File: src/rtl/dslr_pkg.sv
// dslr_pkg: widths, constants and lane control types for the dual servo ramp core.
// No dependencies; used by every other file of the block.

package dslr_pkg;

  localparam int ANGLE_W    = 8;
  localparam int COUNT_W    = 10;
  localparam int DUTY_OUT_W = 11;
  localparam int DIV_W      = 11;

  localparam int DUTY_FULL_SCALE_DEF = 10000;
  localparam int FRACTION_BITS_DEF   = 8;

  // 50 Hz frame: 0.5 ms .. 2.5 ms over 0..180 degrees -> (45 + angle) / 1800 of a frame
  localparam int DUTY_OFFSET  = 45;
  localparam int DUTY_DIVISOR = 1800;
  localparam int DUTY_SAT     = 2047;

  localparam logic [ANGLE_W-1:0] SETTLED_A_RST = 8'd151;
  localparam logic [ANGLE_W-1:0] SETTLED_B_RST = 8'd134;

  localparam logic CMD_MOVE = 1'b0;
  localparam logic CMD_TICK = 1'b1;

  typedef struct packed {
    logic load_move;
    logic advance;
    logic load_duty;
    logic commit;
  } lane_ctrl_t;

  typedef struct packed {
    logic busy;
    logic near;
  } lane_stat_t;

endpackage

File: src/rtl/dslr_ifs.sv
// dslr_ifs: valid/ready channel interfaces for commands and results.
// Depends on dslr_pkg for field widths.

interface dslr_cmd_if;
  logic                            valid;
  logic                            ready;
  logic                            command;
  logic [dslr_pkg::ANGLE_W-1:0]    target_a;
  logic [dslr_pkg::ANGLE_W-1:0]    target_b;
  logic [dslr_pkg::COUNT_W-1:0]    step_count;

  modport source (output valid, command, target_a, target_b, step_count, input ready);
  modport sink   (input valid, command, target_a, target_b, step_count, output ready);
endinterface

interface dslr_res_if;
  logic                            valid;
  logic                            ready;
  logic [dslr_pkg::DUTY_OUT_W-1:0] duty_a;
  logic [dslr_pkg::DUTY_OUT_W-1:0] duty_b;
  logic                            done_res;

  modport source (output valid, duty_a, duty_b, done_res, input ready);
  modport sink   (input valid, duty_a, duty_b, done_res, output ready);
endinterface

File: src/rtl/dslr_serdiv.sv
// dslr_serdiv: restoring divider, one quotient bit per cycle through a shift register.
// Depends on dslr_pkg for the divisor width.

module dslr_serdiv #(
  parameter int DW = 24
) (
  input  logic                        clk,
  input  logic                        rst,
  input  logic                        start,
  input  logic [DW-1:0]               dividend,
  input  logic [dslr_pkg::DIV_W-1:0]  divisor,
  output logic                        busy,
  output logic                        done,
  output logic [DW-1:0]               quotient
);

  localparam int CW = (DW > 1) ? $clog2(DW) : 1;

  logic [CW-1:0]               cnt;
  logic [dslr_pkg::DIV_W-1:0]  rem;
  logic [dslr_pkg::DIV_W-1:0]  dvs;
  logic [DW-1:0]               dq;
  logic [dslr_pkg::DIV_W:0]    trial;
  logic [dslr_pkg::DIV_W:0]    diff;
  logic                        ge;

  always_comb begin
    trial = {rem, dq[DW-1]};
    diff  = trial - {1'b0, dvs};
    ge    = (trial >= {1'b0, dvs});
  end

  always_ff @(posedge clk) begin
    if (rst) begin
      busy <= 1'b0;
      done <= 1'b0;
    end else begin
      done <= 1'b0;
      if (start) begin
        busy <= 1'b1;
        cnt  <= '0;
        rem  <= '0;
        dq   <= dividend;
        dvs  <= divisor;
      end else if (busy) begin
        rem <= ge ? diff[dslr_pkg::DIV_W-1:0] : trial[dslr_pkg::DIV_W-1:0];
        dq  <= {dq[DW-2:0], ge};
        cnt <= cnt + CW'(1);
        if (cnt == CW'(DW - 1)) begin
          busy <= 1'b0;
          done <= 1'b1;
        end
      end
    end
  end

  assign quotient = dq;

endmodule

File: src/rtl/dslr_lane.sv
// dslr_lane: one servo channel: settled angle, ramp position and step, duty value.
// Depends on dslr_pkg and dslr_serdiv (shared for step and duty divisions).

module dslr_lane #(
  parameter int                             FRACTION_BITS   = dslr_pkg::FRACTION_BITS_DEF,
  parameter int                             DUTY_FULL_SCALE = dslr_pkg::DUTY_FULL_SCALE_DEF,
  parameter logic [dslr_pkg::ANGLE_W-1:0]   SETTLED_RST     = dslr_pkg::SETTLED_A_RST
) (
  input  logic                               clk,
  input  logic                               rst,
  input  dslr_pkg::lane_ctrl_t               ctrl,
  input  logic [dslr_pkg::ANGLE_W-1:0]       target,
  input  logic [dslr_pkg::COUNT_W-1:0]       count,
  output dslr_pkg::lane_stat_t               stat,
  output logic [dslr_pkg::DUTY_OUT_W-1:0]    duty
);

  localparam int AW     = dslr_pkg::ANGLE_W;
  localparam int PW     = AW + FRACTION_BITS;
  localparam int DUTY_W = $clog2(DUTY_FULL_SCALE + 1);
  localparam int PROD_W = DUTY_W + AW + 1;
  localparam int DW     = (PW > PROD_W) ? PW : PROD_W;
  localparam logic [DUTY_W-1:0] SCALE = DUTY_W'(DUTY_FULL_SCALE);

  logic [AW-1:0]                      settled;
  logic [AW-1:0]                      hold;
  logic [PW-1:0]                      pos;
  logic [PW-1:0]                      inc_mag;
  logic                               inc_neg;
  logic                               inc_zero;
  logic                               duty_mode;
  logic                               near;

  logic [PW-1:0]                      goal;
  logic [PW-1:0]                      gap;
  logic [PW-1:0]                      pos_step;
  logic [PW-1:0]                      pos_adv;
  logic [AW-1:0]                      start_mag;
  logic [dslr_pkg::COUNT_W-1:0]       cnt_eff;
  logic [AW:0]                        angle_sum;
  logic [PROD_W-1:0]                  prod;
  logic                               div_start;
  logic [DW-1:0]                      div_dividend;
  logic [dslr_pkg::DIV_W-1:0]         div_divisor;
  logic                               div_busy;
  logic                               div_done;
  logic [DW-1:0]                      quot;
  logic [dslr_pkg::DUTY_OUT_W-1:0]    duty_sat;

  always_comb begin
    goal      = {hold, {FRACTION_BITS{1'b0}}};
    gap       = (pos > goal) ? (pos - goal) : (goal - pos);
    pos_step  = inc_neg ? (pos - inc_mag) : (pos + inc_mag);
    pos_adv   = (gap >= inc_mag) ? pos_step : goal;
    start_mag = (target >= settled) ? (target - settled) : (settled - target);
    cnt_eff   = (count == '0) ? dslr_pkg::COUNT_W'(1) : count;
    angle_sum = (AW + 1)'(pos[PW-1:FRACTION_BITS]) + (AW + 1)'(dslr_pkg::DUTY_OFFSET);
    prod      = PROD_W'(SCALE) * PROD_W'(angle_sum);

    div_start    = ctrl.load_move | ctrl.load_duty;
    div_dividend = ctrl.load_duty ? DW'(prod) : DW'({start_mag, {FRACTION_BITS{1'b0}}});
    div_divisor  = ctrl.load_duty ? dslr_pkg::DIV_W'(dslr_pkg::DUTY_DIVISOR)
                                  : dslr_pkg::DIV_W'(cnt_eff);

    duty_sat = (quot > DW'(dslr_pkg::DUTY_SAT)) ? dslr_pkg::DUTY_OUT_W'(dslr_pkg::DUTY_SAT)
                                                 : quot[dslr_pkg::DUTY_OUT_W-1:0];
  end

  dslr_serdiv #(
    .DW (DW)
  ) u_div (
    .clk      (clk),
    .rst      (rst),
    .start    (div_start),
    .dividend (div_dividend),
    .divisor  (div_divisor),
    .busy     (div_busy),
    .done     (div_done),
    .quotient (quot)
  );

  always_ff @(posedge clk) begin
    if (rst) begin
      settled <= SETTLED_RST;
    end else begin
      if (ctrl.load_move) begin
        pos       <= {settled, {FRACTION_BITS{1'b0}}};
        hold      <= target;
        inc_neg   <= (target < settled);
        inc_zero  <= (target == settled);
        duty_mode <= 1'b0;
      end
      if (ctrl.advance) begin
        pos <= pos_adv;
      end
      if (ctrl.load_duty) begin
        near      <= (gap[PW-1:FRACTION_BITS] == '0);
        duty_mode <= 1'b1;
      end
      if (div_done) begin
        if (duty_mode) begin
          duty <= duty_sat;
        end else if (inc_zero) begin
          inc_mag <= '0;
        end else if (quot == '0) begin
          inc_mag <= PW'(1);
        end else begin
          inc_mag <= quot[PW-1:0];
        end
      end
      if (ctrl.commit) begin
        settled <= hold;
      end
    end
  end

  assign stat.busy = div_busy | div_done;
  assign stat.near = near;

endmodule

File: src/rtl/dual_servo_linear_ramp_core.sv
// dual_servo_linear_ramp_core: two-channel servo ramp generator, top level.
// Depends on dslr_pkg, dslr_ifs (channels) and dslr_lane.
//
//   port     | kind   | transaction
//   ---------+--------+-----------------------------------------------
//   request  | sink   | command, target_a, target_b, step_count
//   result   | source | duty_a, duty_b, done_res (one per tick while moving)
//
// A move and a live tick each run the bit-serial divider in each lane through DW quotient
// bits, DW being the larger of 8 + FRACTION_BITS and the duty product width. A tick while
// idle changes nothing; it and a move produce no result.
// Reset is synchronous; settled angles return to 151 and 134 degrees.
// A held result does not block a move; a tick waits for the result register to drain.

module dual_servo_linear_ramp_core #(
  parameter int FRACTION_BITS   = dslr_pkg::FRACTION_BITS_DEF,
  parameter int DUTY_FULL_SCALE = dslr_pkg::DUTY_FULL_SCALE_DEF
) (
  input  logic       clk,
  input  logic       rst,
  dslr_cmd_if.sink   request,
  dslr_res_if.source result
);

  typedef enum logic [2:0] {
    S_IDLE,
    S_MOVE,
    S_DUTY,
    S_WAIT,
    S_EMIT
  } state_t;

  state_t                           state;
  logic                             moving;
  logic                             accept;
  logic                             emit_fire;
  logic                             lanes_busy;
  dslr_pkg::lane_ctrl_t             ctrl;
  dslr_pkg::lane_stat_t             stat_a;
  dslr_pkg::lane_stat_t             stat_b;
  logic [dslr_pkg::DUTY_OUT_W-1:0]  lane_duty_a;
  logic [dslr_pkg::DUTY_OUT_W-1:0]  lane_duty_b;

  assign request.ready = (state == S_IDLE);

  always_comb begin
    accept         = request.valid && request.ready;
    emit_fire      = (state == S_EMIT) && (!result.valid || result.ready);
    lanes_busy     = stat_a.busy | stat_b.busy;
    ctrl.load_move = accept && (request.command == dslr_pkg::CMD_MOVE);
    ctrl.advance   = accept && (request.command == dslr_pkg::CMD_TICK) && moving;
    ctrl.load_duty = (state == S_DUTY);
    ctrl.commit    = emit_fire && stat_a.near && stat_b.near;
  end

  dslr_lane #(
    .FRACTION_BITS   (FRACTION_BITS),
    .DUTY_FULL_SCALE (DUTY_FULL_SCALE),
    .SETTLED_RST     (dslr_pkg::SETTLED_A_RST)
  ) u_lane_a (
    .clk    (clk),
    .rst    (rst),
    .ctrl   (ctrl),
    .target (request.target_a),
    .count  (request.step_count),
    .stat   (stat_a),
    .duty   (lane_duty_a)
  );

  dslr_lane #(
    .FRACTION_BITS   (FRACTION_BITS),
    .DUTY_FULL_SCALE (DUTY_FULL_SCALE),
    .SETTLED_RST     (dslr_pkg::SETTLED_B_RST)
  ) u_lane_b (
    .clk    (clk),
    .rst    (rst),
    .ctrl   (ctrl),
    .target (request.target_b),
    .count  (request.step_count),
    .stat   (stat_b),
    .duty   (lane_duty_b)
  );

  always_ff @(posedge clk) begin
    if (rst) begin
      state        <= S_IDLE;
      moving       <= 1'b0;
      result.valid <= 1'b0;
    end else begin
      if (result.valid && result.ready && !emit_fire) begin
        result.valid <= 1'b0;
      end
      unique case (state)
        S_IDLE: begin
          if (ctrl.load_move) begin
            moving <= 1'b1;
            state  <= S_MOVE;
          end else if (ctrl.advance) begin
            state <= S_DUTY;
          end
        end
        S_MOVE: begin
          if (!lanes_busy) state <= S_IDLE;
        end
        S_DUTY: begin
          state <= S_WAIT;
        end
        S_WAIT: begin
          if (!lanes_busy) state <= S_EMIT;
        end
        S_EMIT: begin
          if (emit_fire) begin
            result.valid    <= 1'b1;
            result.duty_a   <= lane_duty_a;
            result.duty_b   <= lane_duty_b;
            result.done_res <= ctrl.commit;
            if (ctrl.commit) moving <= 1'b0;
            state <= S_IDLE;
          end
        end
        default: state <= S_IDLE;
      endcase
    end
  end

  a_ready_lanes_idle: assert property (@(posedge clk) disable iff (rst)
    request.ready |-> (!stat_a.busy && !stat_b.busy))
    else $error("command accepted while a lane divider is running");

  a_lanes_lockstep: assert property (@(posedge clk) disable iff (rst)
    stat_a.busy == stat_b.busy)
    else $error("lane dividers out of step");

  a_result_from_move: assert property (@(posedge clk) disable iff (rst)
    $rose(result.valid) |-> $past(moving))
    else $error("result produced without an active move");

endmodule

File: src/flat_wrapper.sv
// flat-port wrapper written by rule: the top's interface ports become plain ports
module dual_servo_linear_ramp_core_flat 
#(
  parameter int FRACTION_BITS   = dslr_pkg::FRACTION_BITS_DEF,
  parameter int DUTY_FULL_SCALE = dslr_pkg::DUTY_FULL_SCALE_DEF
)
  (clk, rst, request_valid, request_command, request_target_a, request_target_b, request_step_count, request_ready, result_valid, result_duty_a, result_duty_b, result_done_res, result_ready);
  dslr_cmd_if request_i ();
  dslr_res_if result_i ();
  input  logic clk;
  input  logic rst;
  input wire logic [$bits(request_i.valid)-1:0] request_valid;
  input wire logic [$bits(request_i.command)-1:0] request_command;
  input wire logic [$bits(request_i.target_a)-1:0] request_target_a;
  input wire logic [$bits(request_i.target_b)-1:0] request_target_b;
  input wire logic [$bits(request_i.step_count)-1:0] request_step_count;
  output wire logic [$bits(request_i.ready)-1:0] request_ready;
  output wire logic [$bits(result_i.valid)-1:0] result_valid;
  output wire logic [$bits(result_i.duty_a)-1:0] result_duty_a;
  output wire logic [$bits(result_i.duty_b)-1:0] result_duty_b;
  output wire logic [$bits(result_i.done_res)-1:0] result_done_res;
  input wire logic [$bits(result_i.ready)-1:0] result_ready;
  assign request_i.valid = request_valid;
  assign request_i.command = request_command;
  assign request_i.target_a = request_target_a;
  assign request_i.target_b = request_target_b;
  assign request_i.step_count = request_step_count;
  assign request_ready = request_i.ready;
  assign result_valid = result_i.valid;
  assign result_duty_a = result_i.duty_a;
  assign result_duty_b = result_i.duty_b;
  assign result_done_res = result_i.done_res;
  assign result_i.ready = result_ready;
  dual_servo_linear_ramp_core #(.FRACTION_BITS(FRACTION_BITS), .DUTY_FULL_SCALE(DUTY_FULL_SCALE)) u_core (.clk(clk), .rst(rst), .request(request_i), .result(result_i));
endmodule
File: config.mk
export PLATFORM = sky130hd
export DESIGN_NAME = dual_servo_linear_ramp_core_flat
export DESIGN_NICKNAME = d
export VERILOG_FILES = /design/src/rtl/dslr_pkg.sv /design/src/rtl/dslr_ifs.sv /design/src/rtl/dslr_serdiv.sv /design/src/rtl/dslr_lane.sv /design/src/rtl/dual_servo_linear_ramp_core.sv /design/src/flat_wrapper.sv
export SDC_FILE = /design/constraint.sdc
export NUM_CORES = 1
export LEC_CHECK = 0
export ABC_CLOCK_PERIOD_IN_PS = 11500
export BUFFER_PORTS_ARGS = -buffer_cell sky130_fd_sc_hd__buf_2
export CORE_UTILIZATION = 65
export DETAILED_ROUTE_END_ITERATION = 6
export PLACE_DENSITY_LB_ADDON = 0.3
export SYNTH_ARGS = -nofsm -noshare
export SYNTH_HDL_FRONTEND = slang
export SYNTH_SLANG_ARGS = --single-unit
File: constraint.sdc
create_clock -name clk -period 11.5 [get_ports clk]
set_input_delay 0.575 -clock clk [delete_from_list [all_inputs] [get_ports clk]]
set_output_delay 0.575 -clock clk [all_outputs]
set_load 0.005 [all_outputs]
==> impl_metrics.csv <==
group,metric,value,unit
sta,fin_crit_sh,49.19,%
layout,design_area,20870,sq um
yosys,avgSynthCellArea,9.626,sq um
floorplanning,pin_count,56,
layout,drive_above_1_share,8.019,%
yosys,ys_types,84,
placement,dp_hpwl,35730,microns
worst_setup_path,crit_type,"reg2reg",
yosys,seq_area_frac_synth,37.13,%
clock_tree,cts-htree-levels,1,
sta,timing.final.ws_setup,5.843,ns
route,firstDrtPassIters,5,
sta,slew_viol_final,0,
layout,final_util,72.13,%
floorplanning,die_h,174.0,microns
layout,n_fill_cell,2079,
route,avgViaCountPerCell,6.171,
job,maxCapViolCount,0,
global_routing,grt_pass1_vias,14700,
yosys,async_reset_ff_share,0,%
yosys,synth.largest_area_cell,"edfxtp_1",
yosys,syn-num-nets,2300,
yosys,synth_area_leaders,"edfxtp_1, ha_1, inv_1",
sta,fmax,176.8,MHz
worst_setup_path,crit_fanout,9,
placement,port-buffer-count,55,
pwr,power_leakage,8.884,nW
placement,gp_congestion,0.9481,
global_routing,grt_max_degree,42,
floorplanning,die_w,174.0,microns
yosys,netlist_instances,1997,
status,outcome,"complete, no violations",
clock_tree,ctsHoldBuffers,0,
clock_tree,clockBufferDepth,3,
sta,fin_skew,0.02240,ns
yosys,ys_warn_count,0,
sta,worst_pin_slew,1.161,ns
clock_tree,clock_latency,0.56,ns
route,dr_total_vias,15150,
clock_tree,numCtsBuffers,29,
layout,syn2layout_area_growth,8.572,%
global_routing,antenna_found_initial,4,
worst_setup_path,cp-end-kind,"register",
global_routing,grt_pass1_wl,76270,microns
route,initialDrtViolationCount,1282,
pwr,power_density,206.4,nW/um^2
sta,fin_setup_tns,0,ns
global_routing,grt-ovfl-total,0,
floorplanning,fp.coreArea,28940,sq um
yosys,synth-seq-cells,246,
sta,grt_setup_unrepaired,"false",
worst_setup_path,cp-start-kind,"register",
floorplanning,start_util,66.44,%
yosys,synthFlopType,"edfxtp_1",
clock_tree,post_cts_resized,0,
clock_tree,clk_transition_reported_paths,0.06,ns
placement,place_area,19890,sq um
clock_tree,clock-sinks,246,
global_routing,track_usage,31.82,%
hold_path,min_path_type,"in2reg",
floorplanning,dieArea,30270,sq um
layout,layout.nets,2351,
route,drt_wl_total,47810,microns
worst_setup_path,critPathRequiredTime,11.79,ns
clock_tree,cts_setup_buffers,0,
route,route.detailed.drc,0,
sta,maxSlewHeadroom,22.54,%
worst_setup_path,crit_arrival,5.95,ns
route,wl_per_cell,19.47,microns
yosys,netlist_area,19220,sq um
pwr,vdd_drop_max,219.7,uV
floorplanning,rows,62,
yosys,synth_edf_count,221,
worst_setup_path,reg2reg_setup_slack,5.84,ns
route,ant_nets,0,
sta,finalSetupViolCount,0,
yosys,yosysTopAreaCellShare,34.52,%
sta,hold_violations,0,
sta,finalCriticalPeriod,5.657,ns
placement,pre_cts_ws,5.899,ns
clock_tree,clockRootBuffer,"clkbuf_16",
clock_tree,cts_tree,"built",
==> cell type report <==
type	count	area (sq um)	share of cell area (%)
clock buffers	35	748.2	3.585
flip-flops and latches	246	7137	34.19
multi-input cells	1480	11070	53.06
well taps	384	480.5	2.302
clock inverters	18	230.2	1.103
diodes	1	2.502	0.01199
repair buffers	65	350.3	1.679
inverters	226	848.3	4.065
==> placed cells by master (no fill, tap or decap), types with 8 or more instances in the layout <==
cell	instances
or2_2	32
a21oi_1	102
a31oi_1	31
o211ai_1	19
nor2b_1	47
fa_1	36
and2_1	33
o21ai_1	12
nor2_1	155
a211o_1	14
nor3_1	55
clkbuf_16	29
nand4_1	18
o31ai_1	11
buf_4	10
buf_2	55
ha_1	236
a21o_1	44
nand2b_1	27
edfxtp_1	221
xor2_1	45
and3_1	19
o21ai_0	101
nand3_1	43
nor4_1	20
dfxtp_1	25
nand2_1	127
inv_1	225
o21a_1	8
mux2i_1	35
xnor2_1	91
==> cell families (layout without fill, tap and decap cells) <==
group,Yosys count,count (layout),share of synthesized area (%)
and+or+nand+nor,624,624,16.49
AOI/OAI and AO/OA,409,409,13.59
adders and majority gates,272,272,19.11
buffers and inverters,271,344,5.409
DFF,246,246,37.13
xor gates and xnor gates,137,137,6.281
muxes,38,38,1.998
other,0,1,0
==> state kept, by name (all words and copies together), names as in the netlist, 11 cells and up <==
signal and count:
u_core.u_lane_a.u_div.quotient 23, u_core.u_lane_b.u_div.quotient 23, u_core.u_lane_a.inc_mag 16, u_core.u_lane_a.pos 16
u_core.u_lane_b.inc_mag 16, u_core.u_lane_b.pos 16, u_core.result.duty_a 11, u_core.result.duty_b 11
u_core.u_lane_a.duty 11, u_core.u_lane_a.u_div.rem 11, u_core.u_lane_b.duty 11, u_core.u_lane_b.u_div.dvs 11
u_core.u_lane_b.u_div.rem 11
==> per-stage QoR <==
step / power (W) / hold slack (ns) / instances
3_5_place_dp: 0.003324 / 0.4045 / 2401
6_report: 0.004307 / 0.2218 / 2455
5_1_grt: 0.004608 / 0.2043 / 2454
2_1_floorplan: 0.002862 / 0.4003 / 1997
4_1_cts: 0.004294 / 0.2061 / 2454
3_3_place_gp: 0.003245 / 0.4027 / 2401
==> critical path: stages (launching register included) <==
cell      delay, ns
edfxtp_1       0.55
ha_1           0.28
or3_1          0.36
xnor2_1        0.57
ha_1           0.35
ha_1           0.27
inv_1          0.05
fa_1           0.50
fa_1           0.55
inv_1          0.04
ha_1           0.32
nor2b_1        0.14
o21ai_0        0.19
a21oi_1        0.12
o21ai_0        0.18
nand2b_1       0.14
a2111o_1       0.43
a311oi_1       0.26
o31ai_1        0.10
==> routing by layer <==
metal,track usage (%),routed length (microns),part of all wire [%],vias up
met3,6.168,4315,9.0,101
met5,0,45,0.094,-
li1,-,-,-,7195
met1,45.10,21000,44,7228
met2,49.50,21140,44,620
met4,9.539,1301,2.7,6
==> final timing paths <==
check,startpoint,cells after the start,to
setup / recovery,u_core.u_lane_b.pos[9],18,u_core.u_lane_b.u_div.quotient[20]
hold / removal,request_target_a[7],1,u_core.u_lane_a.hold[7]
setup reg to reg,u_core.u_lane_b.pos[9],18,u_core.u_lane_b.u_div.quotient[20]
hold reg to reg,u_core.u_lane_b.duty[3],0,u_core.result.duty_b[3]
==> synthesized netlist by cell type, drive strengths merged (31+ instances only) <==
| library cell | number |
|---|---|
| nor3 | 58 |
| xor2 | 45 |
| inv | 225 |
| nand3 | 43 |
| a21oi | 104 |
| o21ai | 116 |
| xnor2 | 92 |
| and2 | 34 |
| or2 | 35 |
| fa | 36 |
| edfxtp | 221 |
| a21o | 44 |
| mux2i | 35 |
| clkbuf | 34 |
| nor2b | 47 |
| nor2 | 158 |
| a31oi | 31 |
| ha | 236 |
| nand2 | 128 |
==> report_power, final <==
part / total [W] / switching, W / internal, W
clock: 0.000962 / 0.000385 / 0.000576
combinational: 0.00189 / 0.00110 / 0.000793
sequential: 0.00145 / 0.000171 / 0.00128
Note: power is estimated with default switching activity, not from simulation.
